### config.mk
export PLATFORM = sky130hd
export DESIGN_NAME = two_finger_zoom_rotate_tracker_top
export DESIGN_NICKNAME = d
export VERILOG_FILES = /design/src/hw/rtl/tzrt_pkg.sv /design/src/hw/rtl/tzrt_ram.sv /design/src/hw/rtl/tzrt_front.sv /design/src/hw/rtl/tzrt_queue.sv /design/src/hw/rtl/tzrt_cordic.sv /design/src/hw/rtl/tzrt_back.sv /design/src/hw/rtl/two_finger_zoom_rotate_tracker_top.sv
export SDC_FILE = /design/constraint.sdc
export NUM_CORES = 2
export LEC_CHECK = 0
export BUFFER_PORTS_ARGS = -buffer_cell sky130_fd_sc_hd__buf_2
export CAP_MARGIN = 20
export CELL_PAD_IN_SITES_DETAIL_PLACEMENT = 1
export CELL_PAD_IN_SITES_GLOBAL_PLACEMENT = 1
export CORE_MARGIN = 2
export CORE_UTILIZATION = 45
export DETAILED_ROUTE_END_ITERATION = 12
export MAX_ROUTING_LAYER = met4
export PLACE_DENSITY_LB_ADDON = 0.1
export SYNTH_ARGS = -nofsm -noshare
export SYNTH_HDL_FRONTEND = slang
export SYNTH_HIERARCHICAL = 1
export SYNTH_SLANG_ARGS = --single-unit
### constraint.sdc
create_clock -name i_clk -period 13.35 [get_ports i_clk]
set_clock_uncertainty 0.1 [all_clocks]
set_input_delay 1.335 -clock i_clk [delete_from_list [all_inputs] [get_ports i_clk]]
set_output_delay 1.335 -clock i_clk [all_outputs]
set_load 0.03 [all_outputs]
### src/hw/rtl/tzrt_pkg.sv
// ----------------------------------------------------------------------------
// tzrt_pkg
// Shared types, codes and constants of the two-finger zoom and rotate tracker.
// ----------------------------------------------------------------------------
package tzrt_pkg;

    localparam int TOUCH_SLOTS_DEF = 8;
    localparam int COORD_BITS_DEF  = 12;

    localparam int DRAG_W = 3;
    localparam int SEP_W  = 25;
    localparam logic [SEP_W-1:0] SEP_RESET = 25'd40000;

    localparam int KIND_W = 3;
    localparam int ZOOM_W = 16;
    localparam int ROT_W  = 16;
    localparam int ANG_W  = 21;
    localparam int CORDIC_STEPS = 16;

    localparam logic [KIND_W-1:0] EV_NONE  = 3'd0;
    localparam logic [KIND_W-1:0] EV_UPD   = 3'd1;
    localparam logic [KIND_W-1:0] EV_DONE  = 3'd2;
    localparam logic [KIND_W-1:0] EV_CLAIM = 3'd3;
    localparam logic [KIND_W-1:0] EV_PAIR  = 3'd4;

    typedef logic [1:0] t_phase;
    localparam t_phase PH_NULL = 2'd0;
    localparam t_phase PH_RUN  = 2'd1;
    localparam t_phase PH_DONE = 2'd2;

    localparam logic signed [ANG_W-1:0] PI_Q16 = 21'sd205887;

    typedef struct packed {
        logic              in_range;
        logic              ended;
        logic [DRAG_W-1:0] drag_index;
    } t_cls;

    function automatic logic signed [ANG_W-1:0] atan_q16(input logic [3:0] idx);
        logic signed [ANG_W-1:0] v;
        case (idx)
            4'd0:    v = 21'sd51472;
            4'd1:    v = 21'sd30386;
            4'd2:    v = 21'sd16055;
            4'd3:    v = 21'sd8150;
            4'd4:    v = 21'sd4091;
            4'd5:    v = 21'sd2047;
            4'd6:    v = 21'sd1024;
            4'd7:    v = 21'sd512;
            4'd8:    v = 21'sd256;
            4'd9:    v = 21'sd128;
            4'd10:   v = 21'sd64;
            4'd11:   v = 21'sd32;
            4'd12:   v = 21'sd16;
            4'd13:   v = 21'sd8;
            4'd14:   v = 21'sd4;
            default: v = 21'sd2;
        endcase
        return v;
    endfunction

endpackage

### src/hw/rtl/tzrt_ram.sv
// ----------------------------------------------------------------------------
// tzrt_ram
// Generic single-write, single-read RAM with registered read data.
// ----------------------------------------------------------------------------
module tzrt_ram #(
    parameter int WIDTH = 48,
    parameter int DEPTH = 8
) (
    input  logic                     i_clk,
    input  logic                     i_we,
    input  logic [$clog2(DEPTH)-1:0] i_waddr,
    input  logic [WIDTH-1:0]         i_wdata,
    input  logic [$clog2(DEPTH)-1:0] i_raddr,
    output logic [WIDTH-1:0]         o_rdata
);

    logic [WIDTH-1:0] r_mem [DEPTH];
    logic [WIDTH-1:0] r_rdata;

    always_ff @(posedge i_clk) begin
        if (i_we) begin
            r_mem[i_waddr] <= i_wdata;
        end
        r_rdata <= r_mem[i_raddr];
    end

    assign o_rdata = r_rdata;

endmodule

### src/hw/rtl/tzrt_front.sv
// ----------------------------------------------------------------------------
// tzrt_front
// Accepts drag reports, checks the drag index range and packs the request.
// ----------------------------------------------------------------------------
module tzrt_front #(
    parameter int TOUCH_SLOTS = tzrt_pkg::TOUCH_SLOTS_DEF,
    parameter int COORD_BITS  = tzrt_pkg::COORD_BITS_DEF
) (
    input  logic                        i_start,
    output logic                        o_busy,
    input  logic [tzrt_pkg::DRAG_W-1:0] i_drag_index,
    input  logic                        i_drag_ended,
    input  logic [COORD_BITS-1:0]       i_start_x,
    input  logic [COORD_BITS-1:0]       i_start_y,
    input  logic [COORD_BITS-1:0]       i_cur_x,
    input  logic [COORD_BITS-1:0]       i_cur_y,
    input  logic                        i_full,
    output logic                        o_push,
    output tzrt_pkg::t_cls              o_cls,
    output logic [4*COORD_BITS-1:0]     o_pos
);

    assign o_busy = i_full;
    assign o_push = i_start && !i_full;

    always_comb begin
        o_cls.in_range   = (int'(i_drag_index) < TOUCH_SLOTS);
        o_cls.ended      = i_drag_ended;
        o_cls.drag_index = i_drag_index;
        o_pos            = {i_start_x, i_start_y, i_cur_x, i_cur_y};
    end

endmodule

### src/hw/rtl/tzrt_queue.sv
// ----------------------------------------------------------------------------
// tzrt_queue
// Two-entry request queue between the front and the back.
// ----------------------------------------------------------------------------
module tzrt_queue #(
    parameter int WIDTH = 53
) (
    input  logic             i_clk,
    input  logic             i_rst_n,
    input  logic             i_push,
    input  logic [WIDTH-1:0] i_data,
    input  logic             i_pop,
    output logic [WIDTH-1:0] o_data,
    output logic             o_full,
    output logic             o_empty
);

    logic [WIDTH-1:0] r_mem [2];
    logic             r_wp;
    logic             r_rp;
    logic [1:0]       r_cnt;

    always_ff @(posedge i_clk) begin
        if (!i_rst_n) begin
            r_wp  <= 1'b0;
            r_rp  <= 1'b0;
            r_cnt <= 2'd0;
        end else begin
            if (i_push) begin
                r_mem[r_wp] <= i_data;
                r_wp        <= !r_wp;
            end
            if (i_pop) begin
                r_rp <= !r_rp;
            end
            if (i_push && !i_pop) begin
                r_cnt <= r_cnt + 2'd1;
            end else if (!i_push && i_pop) begin
                r_cnt <= r_cnt - 2'd1;
            end
        end
    end

    assign o_data  = r_mem[r_rp];
    assign o_full  = (r_cnt == 2'd2);
    assign o_empty = (r_cnt == 2'd0);

endmodule

### src/hw/rtl/tzrt_cordic.sv
// ----------------------------------------------------------------------------
// tzrt_cordic
// Iterative CORDIC vectoring unit, one step per cycle, Q.16 radian angle.
// ----------------------------------------------------------------------------
module tzrt_cordic #(
    parameter int IN_W = tzrt_pkg::COORD_BITS_DEF + 1
) (
    input  logic                              i_clk,
    input  logic                              i_rst_n,
    input  logic                              i_start,
    input  logic signed [IN_W-1:0]            i_x,
    input  logic signed [IN_W-1:0]            i_y,
    output logic                              o_done,
    output logic signed [tzrt_pkg::ANG_W-1:0] o_angle
);

    localparam int CW = IN_W + 10;

    logic                              r_busy;
    logic                              r_done;
    logic [3:0]                        r_i;
    logic signed [CW-1:0]              r_x;
    logic signed [CW-1:0]              r_y;
    logic signed [tzrt_pkg::ANG_W-1:0] r_z;

    logic signed [CW-1:0] xe;
    logic signed [CW-1:0] ye;
    logic signed [CW-1:0] xs;
    logic signed [CW-1:0] ys;

    always_comb begin
        xe = CW'(i_x) <<< 8;
        ye = CW'(i_y) <<< 8;
        xs = r_x >>> r_i;
        ys = r_y >>> r_i;
    end

    always_ff @(posedge i_clk) begin
        if (!i_rst_n) begin
            r_busy <= 1'b0;
            r_done <= 1'b0;
            r_i    <= 4'd0;
        end else begin
            r_done <= 1'b0;
            if (!r_busy) begin
                if (i_start) begin
                    r_busy <= 1'b1;
                    r_i    <= 4'd0;
                    if (xe < 0) begin
                        r_x <= -xe;
                        r_y <= -ye;
                        r_z <= (i_y >= 0) ? tzrt_pkg::PI_Q16 : -tzrt_pkg::PI_Q16;
                    end else begin
                        r_x <= xe;
                        r_y <= ye;
                        r_z <= '0;
                    end
                end
            end else begin
                if (r_y > 0) begin
                    r_x <= r_x + ys;
                    r_y <= r_y - xs;
                    r_z <= r_z + tzrt_pkg::atan_q16(r_i);
                end else if (r_y < 0) begin
                    r_x <= r_x - ys;
                    r_y <= r_y + xs;
                    r_z <= r_z - tzrt_pkg::atan_q16(r_i);
                end
                if (r_i == 4'(tzrt_pkg::CORDIC_STEPS - 1)) begin
                    r_busy <= 1'b0;
                    r_done <= 1'b1;
                end else begin
                    r_i <= r_i + 4'd1;
                end
            end
        end
    end

    assign o_done  = r_done;
    assign o_angle = r_z;

endmodule

### src/hw/rtl/tzrt_back.sv
// ----------------------------------------------------------------------------
// tzrt_back
// Executes requests: slot table scan, pairing, zoom and rotation update.
// ----------------------------------------------------------------------------
module tzrt_back #(
    parameter int TOUCH_SLOTS = tzrt_pkg::TOUCH_SLOTS_DEF,
    parameter int COORD_BITS  = tzrt_pkg::COORD_BITS_DEF
) (
    input  logic                         i_clk,
    input  logic                         i_rst_n,
    input  logic                         i_cfg_we,
    input  logic [tzrt_pkg::SEP_W-1:0]   i_cfg_data,
    input  logic                         i_empty,
    input  tzrt_pkg::t_cls               i_cls,
    input  logic [4*COORD_BITS-1:0]      i_pos,
    output logic                         o_pop,
    output logic                         o_valid,
    output logic [2:0]                   o_slot_index,
    output logic [tzrt_pkg::KIND_W-1:0]  o_event_kind,
    output logic [tzrt_pkg::ZOOM_W-1:0]  o_zoom_value,
    output logic signed [tzrt_pkg::ROT_W-1:0] o_rotate_value,
    output logic                         o_degenerate
);

    localparam int SLOT_W = $clog2(TOUCH_SLOTS);
    localparam int POS_W  = 4 * COORD_BITS;
    localparam int D_W    = COORD_BITS + 1;
    localparam int M_W    = 2 * COORD_BITS + 1;
    localparam int Q_W    = M_W + 16;
    localparam int SQ_W   = Q_W + (Q_W % 2);
    localparam int R_W    = SQ_W / 2;
    localparam int CNT_W  = $clog2(Q_W);
    localparam int DF_W   = tzrt_pkg::ANG_W + 2;
    localparam int ZW     = tzrt_pkg::ZOOM_W;
    localparam int DW     = tzrt_pkg::DRAG_W;

    localparam logic [3:0] S_IDLE  = 4'd0;
    localparam logic [3:0] S_SCAN1 = 4'd1;
    localparam logic [3:0] S_SCAN2 = 4'd2;
    localparam logic [3:0] S_RDA   = 4'd3;
    localparam logic [3:0] S_RDB   = 4'd4;
    localparam logic [3:0] S_DRD   = 4'd5;
    localparam logic [3:0] S_SQM   = 4'd6;
    localparam logic [3:0] S_SQA   = 4'd7;
    localparam logic [3:0] S_DCMP  = 4'd8;
    localparam logic [3:0] S_DIV   = 4'd9;
    localparam logic [3:0] S_SQRT  = 4'd10;
    localparam logic [3:0] S_CST1  = 4'd11;
    localparam logic [3:0] S_CW1   = 4'd12;
    localparam logic [3:0] S_CST0  = 4'd13;
    localparam logic [3:0] S_CW0   = 4'd14;

    localparam logic signed [DF_W-1:0] ROT_HI = DF_W'(32767);
    localparam logic signed [DF_W-1:0] ROT_LO = -DF_W'(32768);

    logic [3:0]                    r_state;
    logic [SLOT_W-1:0]             r_slot;
    logic [DW-1:0]                 r_di;
    logic                          r_ended;
    logic                          r_upd;
    logic [COORD_BITS-1:0]         r_cx;
    logic [COORD_BITS-1:0]         r_cy;
    logic [POS_W-1:0]              r_pa;
    logic signed [D_W-1:0]         r_dv [4];
    logic [1:0]                    r_sqi;
    logic [M_W-1:0]                r_prod;
    logic [M_W-1:0]                r_m0;
    logic [M_W-1:0]                r_mt;
    logic [M_W-1:0]                r_rem;
    logic [Q_W-1:0]                r_quo;
    logic [CNT_W-1:0]              r_cnt;
    logic [SQ_W-1:0]               r_sqv;
    logic [R_W-1:0]                r_root;
    logic [R_W-1:0]                r_srem;
    logic [ZW-1:0]                 r_nzoom;
    logic                          r_ndeg;
    logic signed [tzrt_pkg::ANG_W-1:0] r_at;
    logic [tzrt_pkg::SEP_W-1:0]    r_sep;

    tzrt_pkg::t_phase              r_phase [TOUCH_SLOTS];
    logic                          r_has1  [TOUCH_SLOTS];
    logic                          r_has2  [TOUCH_SLOTS];
    logic [DW-1:0]                 r_link1 [TOUCH_SLOTS];
    logic [DW-1:0]                 r_link2 [TOUCH_SLOTS];
    logic [ZW-1:0]                 r_zoom  [TOUCH_SLOTS];
    logic signed [tzrt_pkg::ROT_W-1:0] r_rot [TOUCH_SLOTS];
    logic                          r_degen [TOUCH_SLOTS];

    logic                          r_ov;
    logic [2:0]                    r_oslot;
    logic [tzrt_pkg::KIND_W-1:0]   r_okind;
    logic [ZW-1:0]                 r_ozoom;
    logic signed [tzrt_pkg::ROT_W-1:0] r_orot;
    logic                          r_odeg;

    logic [SLOT_W-1:0]             rd_addr;
    logic [POS_W-1:0]              rd_data;
    logic                          ram_we;
    logic                          hit;
    logic                          last_slot;
    logic signed [2*D_W-1:0]       sq_full;
    logic [M_W-1:0]                acc_sum;
    logic [M_W:0]                  div_sh;
    logic                          div_ge;
    logic [Q_W-1:0]                quo_next;
    logic [R_W+1:0]                sq_rem2;
    logic [R_W+1:0]                sq_trial;
    logic                          sq_ge;
    logic [R_W-1:0]                root_next;
    logic                          cor_start;
    logic signed [D_W-1:0]         cor_x;
    logic signed [D_W-1:0]         cor_y;
    logic                          cor_done;
    logic signed [tzrt_pkg::ANG_W-1:0] cor_angle;
    logic signed [DF_W-1:0]        rot_diff;
    logic signed [DF_W-1:0]        rot_sh;
    logic signed [tzrt_pkg::ROT_W-1:0] rot_new;

    logic [COORD_BITS-1:0] ra_sx, ra_sy, ra_cx, ra_cy;
    logic [COORD_BITS-1:0] rb_sx, rb_sy, rb_cx, rb_cy;

    assign o_pop  = (r_state == S_IDLE) && !i_empty;
    assign ram_we = o_pop && i_cls.in_range;

    tzrt_ram #(
        .WIDTH (POS_W),
        .DEPTH (TOUCH_SLOTS)
    ) u_pos_ram (
        .i_clk   (i_clk),
        .i_we    (ram_we),
        .i_waddr (SLOT_W'(i_cls.drag_index)),
        .i_wdata (i_pos),
        .i_raddr (rd_addr),
        .o_rdata (rd_data)
    );

    tzrt_cordic #(
        .IN_W (D_W)
    ) u_cordic (
        .i_clk   (i_clk),
        .i_rst_n (i_rst_n),
        .i_start (cor_start),
        .i_x     (cor_x),
        .i_y     (cor_y),
        .o_done  (cor_done),
        .o_angle (cor_angle)
    );

    always_comb begin
        case (r_state)
            S_SCAN1: rd_addr = SLOT_W'(r_link1[r_slot]);
            S_SCAN2: rd_addr = SLOT_W'(r_link1[r_slot]);
            S_RDA:   rd_addr = SLOT_W'(r_link2[r_slot]);
            default: rd_addr = '0;
        endcase
    end

    always_comb begin
        {ra_sx, ra_sy, ra_cx, ra_cy} = r_pa;
        {rb_sx, rb_sy, rb_cx, rb_cy} = rd_data;
        hit = (r_phase[r_slot] == tzrt_pkg::PH_RUN) &&
              ((r_has1[r_slot] && (r_link1[r_slot] == r_di)) ||
               (r_has2[r_slot] && (r_link2[r_slot] == r_di)));
        last_slot = (r_slot == SLOT_W'(TOUCH_SLOTS - 1));

        sq_full = r_dv[r_sqi] * r_dv[r_sqi];
        acc_sum = r_mt + r_prod;

        div_sh   = {r_rem, r_quo[Q_W-1]};
        div_ge   = (div_sh >= {1'b0, r_m0});
        quo_next = {r_quo[Q_W-2:0], div_ge};

        sq_rem2   = {r_srem, r_sqv[SQ_W-1 -: 2]};
        sq_trial  = {r_root, 2'b01};
        sq_ge     = (sq_rem2 >= sq_trial);
        root_next = {r_root[R_W-2:0], sq_ge};

        cor_start = (r_state == S_CST1) || (r_state == S_CST0);
        cor_x     = (r_state == S_CST1) ? r_dv[2] : r_dv[0];
        cor_y     = (r_state == S_CST1) ? r_dv[3] : r_dv[1];

        rot_diff = DF_W'(r_at) - DF_W'(cor_angle) + DF_W'(8);
        rot_sh   = rot_diff >>> 4;
        if (rot_sh > ROT_HI) begin
            rot_new = 16'sh7FFF;
        end else if (rot_sh < ROT_LO) begin
            rot_new = -16'sh8000;
        end else begin
            rot_new = rot_sh[tzrt_pkg::ROT_W-1:0];
        end
    end

    always_ff @(posedge i_clk) begin
        if (!i_rst_n) begin
            r_state <= S_IDLE;
            r_slot  <= '0;
            r_sep   <= tzrt_pkg::SEP_RESET;
            r_ov    <= 1'b0;
            for (int k = 0; k < TOUCH_SLOTS; k++) begin
                r_phase[k] <= tzrt_pkg::PH_NULL;
                r_has1[k]  <= 1'b0;
                r_has2[k]  <= 1'b0;
                r_link1[k] <= '0;
                r_link2[k] <= '0;
                r_zoom[k]  <= '0;
                r_rot[k]   <= '0;
                r_degen[k] <= 1'b0;
            end
        end else begin
            r_ov <= 1'b0;
            if (i_cfg_we) begin
                r_sep <= i_cfg_data;
            end
            unique case (r_state)
                S_IDLE: begin
                    if (!i_empty) begin
                        r_di    <= i_cls.drag_index;
                        r_ended <= i_cls.ended;
                        r_cx    <= i_pos[2*COORD_BITS-1 -: COORD_BITS];
                        r_cy    <= i_pos[COORD_BITS-1:0];
                        r_slot  <= '0;
                        if (i_cls.in_range) begin
                            r_state <= S_SCAN1;
                        end else begin
                            r_ov    <= 1'b1;
                            r_oslot <= '0;
                            r_okind <= tzrt_pkg::EV_NONE;
                            r_ozoom <= '0;
                            r_orot  <= '0;
                            r_odeg  <= 1'b0;
                        end
                    end
                end
                S_SCAN1: begin
                    if (hit) begin
                        if (r_ended) begin
                            r_phase[r_slot] <= tzrt_pkg::PH_DONE;
                            r_has1[r_slot]  <= 1'b0;
                            r_has2[r_slot]  <= 1'b0;
                            r_link1[r_slot] <= '0;
                            r_link2[r_slot] <= '0;
                            r_ov    <= 1'b1;
                            r_oslot <= 3'(r_slot);
                            r_okind <= tzrt_pkg::EV_DONE;
                            r_ozoom <= r_zoom[r_slot];
                            r_orot  <= r_rot[r_slot];
                            r_odeg  <= r_degen[r_slot];
                            r_state <= S_IDLE;
                        end else begin
                            r_state <= S_RDA;
                        end
                    end else if (last_slot) begin
                        if (r_ended) begin
                            r_ov    <= 1'b1;
                            r_oslot <= '0;
                            r_okind <= tzrt_pkg::EV_NONE;
                            r_ozoom <= '0;
                            r_orot  <= '0;
                            r_odeg  <= 1'b0;
                            r_state <= S_IDLE;
                        end else begin
                            r_slot  <= '0;
                            r_state <= S_SCAN2;
                        end
                    end else begin
                        r_slot <= r_slot + 1'b1;
                    end
                end
                S_SCAN2: begin
                    if (r_phase[r_slot] == tzrt_pkg::PH_RUN) begin
                        if (last_slot) begin
                            r_ov    <= 1'b1;
                            r_oslot <= '0;
                            r_okind <= tzrt_pkg::EV_NONE;
                            r_ozoom <= '0;
                            r_orot  <= '0;
                            r_odeg  <= 1'b0;
                            r_state <= S_IDLE;
                        end else begin
                            r_slot <= r_slot + 1'b1;
                        end
                    end else if (!r_has1[r_slot]) begin
                        r_has1[r_slot]  <= 1'b1;
                        r_link1[r_slot] <= r_di;
                        r_ov    <= 1'b1;
                        r_oslot <= 3'(r_slot);
                        r_okind <= tzrt_pkg::EV_CLAIM;
                        r_ozoom <= r_zoom[r_slot];
                        r_orot  <= r_rot[r_slot];
                        r_odeg  <= r_degen[r_slot];
                        r_state <= S_IDLE;
                    end else if (r_link1[r_slot] != r_di) begin
                        r_state <= S_DRD;
                    end else begin
                        r_ov    <= 1'b1;
                        r_oslot <= '0;
                        r_okind <= tzrt_pkg::EV_NONE;
                        r_ozoom <= '0;
                        r_orot  <= '0;
                        r_odeg  <= 1'b0;
                        r_state <= S_IDLE;
                    end
                end
                S_DRD: begin
                    r_dv[2] <= $signed({1'b0, r_cx}) - $signed({1'b0, rb_cx});
                    r_dv[3] <= $signed({1'b0, r_cy}) - $signed({1'b0, rb_cy});
                    r_mt    <= '0;
                    r_sqi   <= 2'd2;
                    r_upd   <= 1'b0;
                    r_state <= S_SQM;
                end
                S_RDA: begin
                    r_pa    <= rd_data;
                    r_state <= S_RDB;
                end
                S_RDB: begin
                    r_dv[0] <= $signed({1'b0, rb_sx}) - $signed({1'b0, ra_sx});
                    r_dv[1] <= $signed({1'b0, rb_sy}) - $signed({1'b0, ra_sy});
                    r_dv[2] <= $signed({1'b0, rb_cx}) - $signed({1'b0, ra_cx});
                    r_dv[3] <= $signed({1'b0, rb_cy}) - $signed({1'b0, ra_cy});
                    r_m0    <= '0;
                    r_mt    <= '0;
                    r_sqi   <= 2'd0;
                    r_upd   <= 1'b1;
                    r_state <= S_SQM;
                end
                S_SQM: begin
                    r_prod  <= sq_full[M_W-1:0];
                    r_state <= S_SQA;
                end
                S_SQA: begin
                    if (!r_sqi[1]) begin
                        r_m0 <= r_m0 + r_prod;
                    end else begin
                        r_mt <= acc_sum;
                    end
                    if (r_sqi == 2'd3) begin
                        if (!r_upd) begin
                            r_state <= S_DCMP;
                        end else if (r_m0 == '0) begin
                            r_nzoom <= '1;
                            r_ndeg  <= 1'b1;
                            r_state <= S_CST1;
                        end else begin
                            r_rem   <= '0;
                            r_quo   <= {acc_sum, 16'd0};
                            r_cnt   <= CNT_W'(Q_W - 1);
                            r_ndeg  <= 1'b0;
                            r_state <= S_DIV;
                        end
                    end else begin
                        r_sqi   <= r_sqi + 2'd1;
                        r_state <= S_SQM;
                    end
                end
                S_DCMP: begin
                    if (64'(r_mt) < 64'(r_sep)) begin
                        r_has2[r_slot]  <= 1'b1;
                        r_link2[r_slot] <= r_di;
                        r_phase[r_slot] <= tzrt_pkg::PH_RUN;
                        r_ov    <= 1'b1;
                        r_oslot <= 3'(r_slot);
                        r_okind <= tzrt_pkg::EV_PAIR;
                        r_ozoom <= r_zoom[r_slot];
                        r_orot  <= r_rot[r_slot];
                        r_odeg  <= r_degen[r_slot];
                        r_state <= S_IDLE;
                    end else if (last_slot) begin
                        r_ov    <= 1'b1;
                        r_oslot <= '0;
                        r_okind <= tzrt_pkg::EV_NONE;
                        r_ozoom <= '0;
                        r_orot  <= '0;
                        r_odeg  <= 1'b0;
                        r_state <= S_IDLE;
                    end else begin
                        r_slot  <= r_slot + 1'b1;
                        r_state <= S_SCAN2;
                    end
                end
                S_DIV: begin
                    r_rem <= div_ge ? M_W'(div_sh - {1'b0, r_m0}) : div_sh[M_W-1:0];
                    r_quo <= quo_next;
                    if (r_cnt == '0) begin
                        r_sqv   <= SQ_W'(quo_next);
                        r_root  <= '0;
                        r_srem  <= '0;
                        r_cnt   <= CNT_W'(R_W - 1);
                        r_state <= S_SQRT;
                    end else begin
                        r_cnt <= r_cnt - 1'b1;
                    end
                end
                S_SQRT: begin
                    r_srem <= sq_ge ? R_W'(sq_rem2 - sq_trial) : R_W'(sq_rem2);
                    r_root <= root_next;
                    r_sqv  <= {r_sqv[SQ_W-3:0], 2'b00};
                    if (r_cnt == '0) begin
                        r_nzoom <= (root_next > R_W'(65535)) ? '1 : root_next[ZW-1:0];
                        r_state <= S_CST1;
                    end else begin
                        r_cnt <= r_cnt - 1'b1;
                    end
                end
                S_CST1: begin
                    r_state <= S_CW1;
                end
                S_CW1: begin
                    if (cor_done) begin
                        r_at    <= cor_angle;
                        r_state <= S_CST0;
                    end
                end
                S_CST0: begin
                    r_state <= S_CW0;
                end
                S_CW0: begin
                    if (cor_done) begin
                        r_zoom[r_slot]  <= r_nzoom;
                        r_rot[r_slot]   <= rot_new;
                        r_degen[r_slot] <= r_ndeg;
                        r_ov    <= 1'b1;
                        r_oslot <= 3'(r_slot);
                        r_okind <= tzrt_pkg::EV_UPD;
                        r_ozoom <= r_nzoom;
                        r_orot  <= rot_new;
                        r_odeg  <= r_ndeg;
                        r_state <= S_IDLE;
                    end
                end
                default: begin
                    r_state <= S_IDLE;
                end
            endcase
        end
    end

    assign o_valid        = r_ov;
    assign o_slot_index   = r_oslot;
    assign o_event_kind   = r_okind;
    assign o_zoom_value   = r_ozoom;
    assign o_rotate_value = r_orot;
    assign o_degenerate   = r_odeg;

endmodule

### src/hw/rtl/two_finger_zoom_rotate_tracker_top.sv
// ----------------------------------------------------------------------------
// two_finger_zoom_rotate_tracker_top
// Operation: a claim or end scans the slot table; each distance check reads a
//   stored position, squares the offsets and compares with the threshold; an
//   update runs the bit-serial divider, square root and two CORDIC passes.
// Flow: the back takes a new report only after the last one is finished;
//   a two-entry queue holds further reports.
// Reset: synchronous, active low; clears slot table and queue, threshold 40000.
// ----------------------------------------------------------------------------
module two_finger_zoom_rotate_tracker_top #(
    parameter int TOUCH_SLOTS = tzrt_pkg::TOUCH_SLOTS_DEF,
    parameter int COORD_BITS  = tzrt_pkg::COORD_BITS_DEF
) (
    input  logic                             i_clk,
    input  logic                             i_rst_n,
    input  logic                             start,
    output logic                             busy,
    input  logic [tzrt_pkg::DRAG_W-1:0]      i_drag_index,
    input  logic                             i_drag_ended,
    input  logic [COORD_BITS-1:0]            i_start_x,
    input  logic [COORD_BITS-1:0]            i_start_y,
    input  logic [COORD_BITS-1:0]            i_cur_x,
    input  logic [COORD_BITS-1:0]            i_cur_y,
    input  logic                             i_cfg_valid,
    output logic                             o_cfg_ready,
    input  logic [tzrt_pkg::SEP_W-1:0]       i_cfg_data,
    output logic                             o_valid,
    output logic [2:0]                       o_slot_index,
    output logic [tzrt_pkg::KIND_W-1:0]      o_event_kind,
    output logic [tzrt_pkg::ZOOM_W-1:0]      o_zoom_value,
    output logic signed [tzrt_pkg::ROT_W-1:0] o_rotate_value,
    output logic                             o_degenerate
);

    localparam int POS_W  = 4 * COORD_BITS;
    localparam int ITEM_W = $bits(tzrt_pkg::t_cls) + POS_W;

    logic              push;
    logic              pop;
    logic              full;
    logic              empty;
    tzrt_pkg::t_cls    f_cls;
    logic [POS_W-1:0]  f_pos;
    tzrt_pkg::t_cls    q_cls;
    logic [POS_W-1:0]  q_pos;

    assign o_cfg_ready = 1'b1;

    tzrt_front #(
        .TOUCH_SLOTS (TOUCH_SLOTS),
        .COORD_BITS  (COORD_BITS)
    ) u_front (
        .i_start      (start),
        .o_busy       (busy),
        .i_drag_index (i_drag_index),
        .i_drag_ended (i_drag_ended),
        .i_start_x    (i_start_x),
        .i_start_y    (i_start_y),
        .i_cur_x      (i_cur_x),
        .i_cur_y      (i_cur_y),
        .i_full       (full),
        .o_push       (push),
        .o_cls        (f_cls),
        .o_pos        (f_pos)
    );

    tzrt_queue #(
        .WIDTH (ITEM_W)
    ) u_queue (
        .i_clk   (i_clk),
        .i_rst_n (i_rst_n),
        .i_push  (push),
        .i_data  ({f_cls, f_pos}),
        .i_pop   (pop),
        .o_data  ({q_cls, q_pos}),
        .o_full  (full),
        .o_empty (empty)
    );

    tzrt_back #(
        .TOUCH_SLOTS (TOUCH_SLOTS),
        .COORD_BITS  (COORD_BITS)
    ) u_back (
        .i_clk          (i_clk),
        .i_rst_n        (i_rst_n),
        .i_cfg_we       (i_cfg_valid && o_cfg_ready),
        .i_cfg_data     (i_cfg_data),
        .i_empty        (empty),
        .i_cls          (q_cls),
        .i_pos          (q_pos),
        .o_pop          (pop),
        .o_valid        (o_valid),
        .o_slot_index   (o_slot_index),
        .o_event_kind   (o_event_kind),
        .o_zoom_value   (o_zoom_value),
        .o_rotate_value (o_rotate_value),
        .o_degenerate   (o_degenerate)
    );

endmodule

Word-level counts from Yosys, hierarchy flattened. Memories as Yosys holds them, arrays and structs flattened. A register that Yosys moved wholly into a read port is not among the register bits. Index checks and enable logic that the tools add are counted.

RAM bits: 884. Register bits: 497. Memories kept: 13. Word-level logic and storage cells: 454. Memory bits (read-only): 512.

Memory list: u_back.u_pos_ram.r_mem (depth 8, width 48, read ports 1, clocked after Yosys merged registers in 1, wr ports 1, RTL line tzrt_ram.sv:17) `logic [WIDTH-1:0] r_mem [DEPTH];`; (no name shown) (depth 16, width 16, read ports 1, clocked after Yosys merged registers in 1, wr ports 0, RTL line tzrt_pkg.sv:41) `case (idx)`; (no name shown) (depth 16, width 16, read ports 1, clocked after Yosys merged registers in 1, wr ports 0, RTL line tzrt_pkg.sv:41); u_back.r_rot (depth 8, width 16, read ports 1, clocked after Yosys merged registers in 1, wr ports 8, RTL line tzrt_back.sv:86) `logic signed [tzrt_pkg::ROT_W-1:0] r_rot [TOUCH_SLOTS];`; u_back.r_zoom (depth 8, width 16, read ports 1, clocked after Yosys merged registers in 1, wr ports 8, RTL line tzrt_back.sv:85) `logic [ZW-1:0] r_zoom [TOUCH_SLOTS];`; u_queue.r_mem (depth 2, width 52, read ports 1, clocked after Yosys merged registers in 1, wr ports 1, RTL line tzrt_queue.sv:18) `logic [WIDTH-1:0] r_mem [2];`; 7 more memories.

Shift-type cells: 2. Add/subtract/negate cells: 26. Bitwise operators: 8. Reductions and logical operators: 61. Muxes and demuxes: 249. Equality and inequality tests: 47. Order comparisons: 10. Multiply operators: 1.

Operators with widths (number): $mux 16 (28); $mux 21 (15); $mux 23 (10); $mux 3 (55); $pmux 16 s5 (2); $mux 25 (6); $pmux 25 s2 (3); $mux 41 (3); $mux 4 (21); $pmux 21 s2 (2); $pmux 42 s2 (1); $pmux 41 s2 (1); $sub 12x12->13 (6); $mux 1 (71); $pmux 4 s14 (1); $mux 13 (4); $add 25x25->25 (2); $add 23x23->23 (2); $neg 21->23 (2); $sshr 23x4->23 (2); $sub 23x23->23 (2); $mux 42 (1); $sub 21x21->21 (2); $eq 4x4->1 const B (8); other kinds (68) (154).

Depth between registers and ports, before layout.
Depth in word-level cells: 11. Mapped depth: 30.

Cells and area by module. The synthesis kept the hierarchy.

By module, submodules not included: tzrt_back (area each 48957.0 um2, instances 1, cells each 4335); tzrt_ram (area each 15620.0 um2, instances 1, cells each 616); tzrt_cordic (area each 10936.7 um2, instances 1, cells each 1286); tzrt_queue (area each 4062.6 um2, instances 1, cells each 188); tzrt_front (area each 422.9 um2, instances 1, cells each 56); two_finger_zoom_rotate_tracker_top (area each 11.3 um2, instances 1, cells each 2).

Least setup slack after synthesis. No wires, ideal clock.

Path kind: register -> register. Start point: reg (tool-made name). End point: reg u_back.r_prod[24], data pin. Path buffers: 3. Slack: 5771 ps. Cell stages (with the launch flop): 22. Data arrival time: 7217 ps. Path through: dfxtp_1 > clkbuf_1 > clkbuf_1 > mux4_2 > clkbuf_1 > nand2_1 > inv_1 > fa_1 > fa_1 > fa_1 > fa_1 > fa_1 > fa_1 > ha_1 > or2_2 > a21oi_1 > a21oi_1 > a41o_1 > or4_1 > a311o_1 > o31ai_2 > xnor2_1.

RTL lines: to (signal assigned) (RTL line tzrt_back.sv:328) `r_prod <= sq_full[M_W-1:0];`; to (decl) (RTL line tzrt_back.sv:66) `logic [M_W-1:0] r_prod;`.

==> results.sh <==
export IMPL_crit_top_cell="inv_1"
export IMPL_numPortBuffers=121
export IMPL_dr_pass1_iters=5
export IMPL_synth_nets=7100
export IMPL_drt_iter0_markers=3430
export IMPL_synth_compound_area_frac=0.0920
export IMPL_grt_overflow_total=0
export IMPL_die_area_sq_um=181000
export IMPL_placed_cell_area_sq_um=82700
export IMPL_start_util=0.453
export IMPL_drtAntennaViolNets=0
export IMPL_timing_rr_end="u_back/r_prod[24]$_DFFE_PP_"
export IMPL_antenna_found_initial=9
export IMPL_gp_congestion=0.853
export IMPL_synth_area_leaders="edfxtp_1 (49%), ha_1 (6.1%), mux4_2 (6.1%)"
export IMPL_root_buffer="clkbuf_16"
export IMPL_synth_top_area_share=0.494
export IMPL_synth_simple_area_share=0.104
export IMPL_vias=51511
export IMPL_syn_to_final_growth_pct=10.2
export IMPL_slew_headroom=0.297
export IMPL_grt_pass1_wl_um=332000
export IMPL_synth_distinct_cells=108
export IMPL_clock_sinks=1452
export IMPL_syn_avg_cell_area_sq_um=12.3
export IMPL_worstHoldStart="u_back/u_pos_ram/o_rdata[38]$_DFF_P_"
export IMPL_fp_dieW_um=426
export IMPL_drc=0
export IMPL_endpoint_kind="flop"
export IMPL_syn_area_sq_um=80000
export IMPL_fillers=18124
export IMPL_synth_top_family_by_area="multiplexers"
export IMPL_path_max_fanout=18
export IMPL_powerDensity_nw_per_um2=176
export IMPL_async_reset_ff_frac=0
export IMPL_path_clk_slew_ns=0.06
export IMPL_synth_edf_count=1315
export IMPL_cts_buffer_depth=3
export IMPL_status="complete, no violations"
export IMPL_finalCritPeriodShare=0.621
export IMPL_slowest_stage="dfxtp_1"
export IMPL_power_mw=15.6
export IMPL_seqCellArea_sq_um=42300
export IMPL_muxShareOfSynthArea=0.105
export IMPL_grt_pass1_vias=54242
export IMPL_place_hpwl_um=145000
export IMPL_drt_total_wl_um=216000
export IMPL_power_leakage_nw=33.1
export IMPL_ir_worst_vdd_uv=278
export IMPL_fmax_mhz=121
export IMPL_cts_resized_gates=0
export IMPL_rsz0062_at_grt="false"
export IMPL_period_minus_slack_ns=8.30
export IMPL_holdBufCountCts=0
export IMPL_cts_htree_levels=4
export IMPL_rows=154
export IMPL_synthFlopType="edfxtp_1"
export IMPL_drive_gt1_frac=0.143
export IMPL_ioPinCount=123
export IMPL_totalNegativeSetupSlack_ns=0
export IMPL_yosysSeqAreaShare=0.528
export IMPL_hold_path_class="reg2reg"
export IMPL_grtUsageTotal=0.246
export IMPL_ys_ff_latch=1452
export IMPL_worst_slew_pin_slew_ns=1.06
export IMPL_max_cap_violations=0
export IMPL_synth_xor_area_frac=0.0298
export IMPL_clk_latency_ns=0.85
export IMPL_viasPerCell=5.72
export IMPL_cp_slowest_stage_delay_ns=0.95
export IMPL_setup_violations_final=0
export IMPL_drt_wirelength_per_cell_um=23.9
export IMPL_multi_input_area_sq_um=34600
export IMPL_synth_adder_area_share=0.0978
export IMPL_worstRegToRegCells=26
export IMPL_grt_max_degree=68
export IMPL_yosysWarnings=6
export IMPL_worstPathRequired_ns=13.81
export IMPL_slew_viol_final=0
export IMPL_r2r_slack_ns=5.05
export IMPL_post_cts_setup_buffers=0
export IMPL_path_class="reg2reg"
export IMPL_core_area_sq_um=176000
export IMPL_finalHoldViolCount=0
export IMPL_final_cell_area_sq_um=88100
export IMPL_numCtsBuffers=164
export IMPL_synthCells=6483
export IMPL_arrival_ns=8.75
export IMPL_cts_tree="done"
export IMPL_cp_start_kind="flop"
export IMPL_yosys_area_top_type="edfxtp_1"
export IMPL_min_path_cells=0
export IMPL_final_nets=7141
export IMPL_hold_end="u_back/r_pa[38]$_DFFE_PP_"
export IMPL_die_y_um=426
-- cell usage in the layout (no fill, tap or decap), types with 30 or more instances in the layout --
cell type and n:
a21boi_0 34, clkbuf_1 30, a22oi_1 37, a211oi_1 34
clkinv_1 34, xor2_1 113, nor3_1 91, ha_1 387
clkbuf_16 166, a31oi_1 55, or3_1 50, a21oi_1 232
edfxtp_1 1315, inv_1 456, clkinv_2 30, mux2_2 120
dfxtp_1 128, nor2b_1 68, fa_1 149, nand2_1 525
mux2i_1 128, nand2b_1 57, nor2_1 512, o31ai_1 34
mux2_4 41, xnor2_1 159, buf_2 120, a21o_1 75
and2_1 198, mux4_2 215, nand3_1 72, o21ai_0 390
buf_4 87, o21a_1 39
-- cells in the mapped netlist, types with 68 or more instances --
library cell / count
mux2_2: 120
nor2b_1: 68
dfxtp_1: 137
a21o_1: 75
xnor2_1: 159
edfxtp_1: 1315
and2_1: 198
ha_1: 387
inv_1: 457
fa_1: 149
clkbuf_1: 175
nand3_1: 72
mux2i_1: 128
nor3_1: 96
nor2_1: 527
xor2_1: 113
nand2_1: 526
o21ai_0: 398
mux4_2: 215
a21oi_1: 236
-- layer usage --
| layer | global-route usage | part of all wire |
|---|---|---|
| met5 | - | 0 |
| met4 | 0.0618 | 0.022 |
| met3 | 0.0307 | 0.040 |
| met2 | 0.394 | 0.48 |
| met1 | 0.333 | 0.46 |
-- logic make-up after synthesis --
logic type | count (synthesis)
AO/OA/AOI/OAI | 1157
XOR/XNOR | 272
adder cells (fa/ha/maj) | 536
buffers and inverters | 792
flip-flops | 1452
multiplexers | 517
other | 2
AND/OR/NAND/NOR | 1755
-- worst max-delay path, delay by kind of cell (launching register included) --
kind                       cells  cell delay (ns)
adders and majority gates      7             2.76
buffers and inverters          6             0.69
AOI/OAI and AO/OA              9             2.32
DFF                            1             0.95
muxes                          1             0.41
and+or+nand+nor                2             0.70
xor gates and xnor gates       1             0.10
-- cell type report --
type                       instances  share of cell area
clock buffer                     209              0.0504
inverter                         459              0.0195
timing repair buffer             208              0.0143
multi-input combinational       4239               0.392
tap                             2340              0.0332
sequential                      1452               0.479
clock inverter                    98              0.0111
antenna                            3           0.0000852
-- power by group --
group	switching, mW	leakage (nW)	total [mW]	internal (mW)
combinational	2.96	17.0	5.19	2.23
sequential	0.257	13.5	5.85	5.59
clock	1.93	2.65	4.51	2.58
-- flip-flops by register name, indices dropped and copies added (netlist names), 21 cells and up, named ones only --
signal,flops
u_back/r_m0,25
u_back/r_zoom,128
u_back/r_rot,128
u_back/u_cordic/o_angle,21
u_back/r_link2,24
u_back/r_mt,25
u_back/r_sqv,42
u_back/r_rem,25
u_back/u_pos_ram/r_mem,384
u_back/r_sep,25
u_back/r_quo,41
u_back/r_link1,24
u_back/r_dv,52
u_back/u_pos_ram/o_rdata,48
u_back/u_cordic/r_x,23
u_back/r_prod,24
u_back/r_at,21
u_back/u_cordic/r_y,23
u_queue/r_mem,106
u_back/r_pa,48
u_back/r_root,21
u_back/r_srem,21
-- metrics by stage --
stage / util / hold slack, ns / setup slack (ns) / std cells
after floorplan: - / 0.308 / 5.77 / 6483
after global placement: 0.469 / 0.327 / 5.19 / 8696
after detailed placement: 0.469 / 0.330 / 5.08 / 8697
after CTS: 0.499 / 0.344 / 5.03 / 9004
after global routing: 0.499 / 0.361 / 4.50 / 9007
final: 0.499 / 0.343 / 5.05 / 9008
-- worst max path at each step --
stage | slack, ns | from | to | depth (start not counted)
floorplan | 5.77 | flop | u_back/r_prod[24]$_DFFE_PP_ | 21
global placement | 5.19 | flop | u_back/r_prod[24]$_DFFE_PP_ | 26
detailed placement | 5.08 | flop | u_back/r_prod[24]$_DFFE_PP_ | 26
CTS | 5.03 | flop | u_back/r_prod[24]$_DFFE_PP_ | 26
global route | 4.50 | flop | u_back/r_prod[24]$_DFFE_PP_ | 26
finish | 5.05 | flop | u_back/r_prod[24]$_DFFE_PP_ | 26
Note: power is estimated with default switching activity, not from simulation.
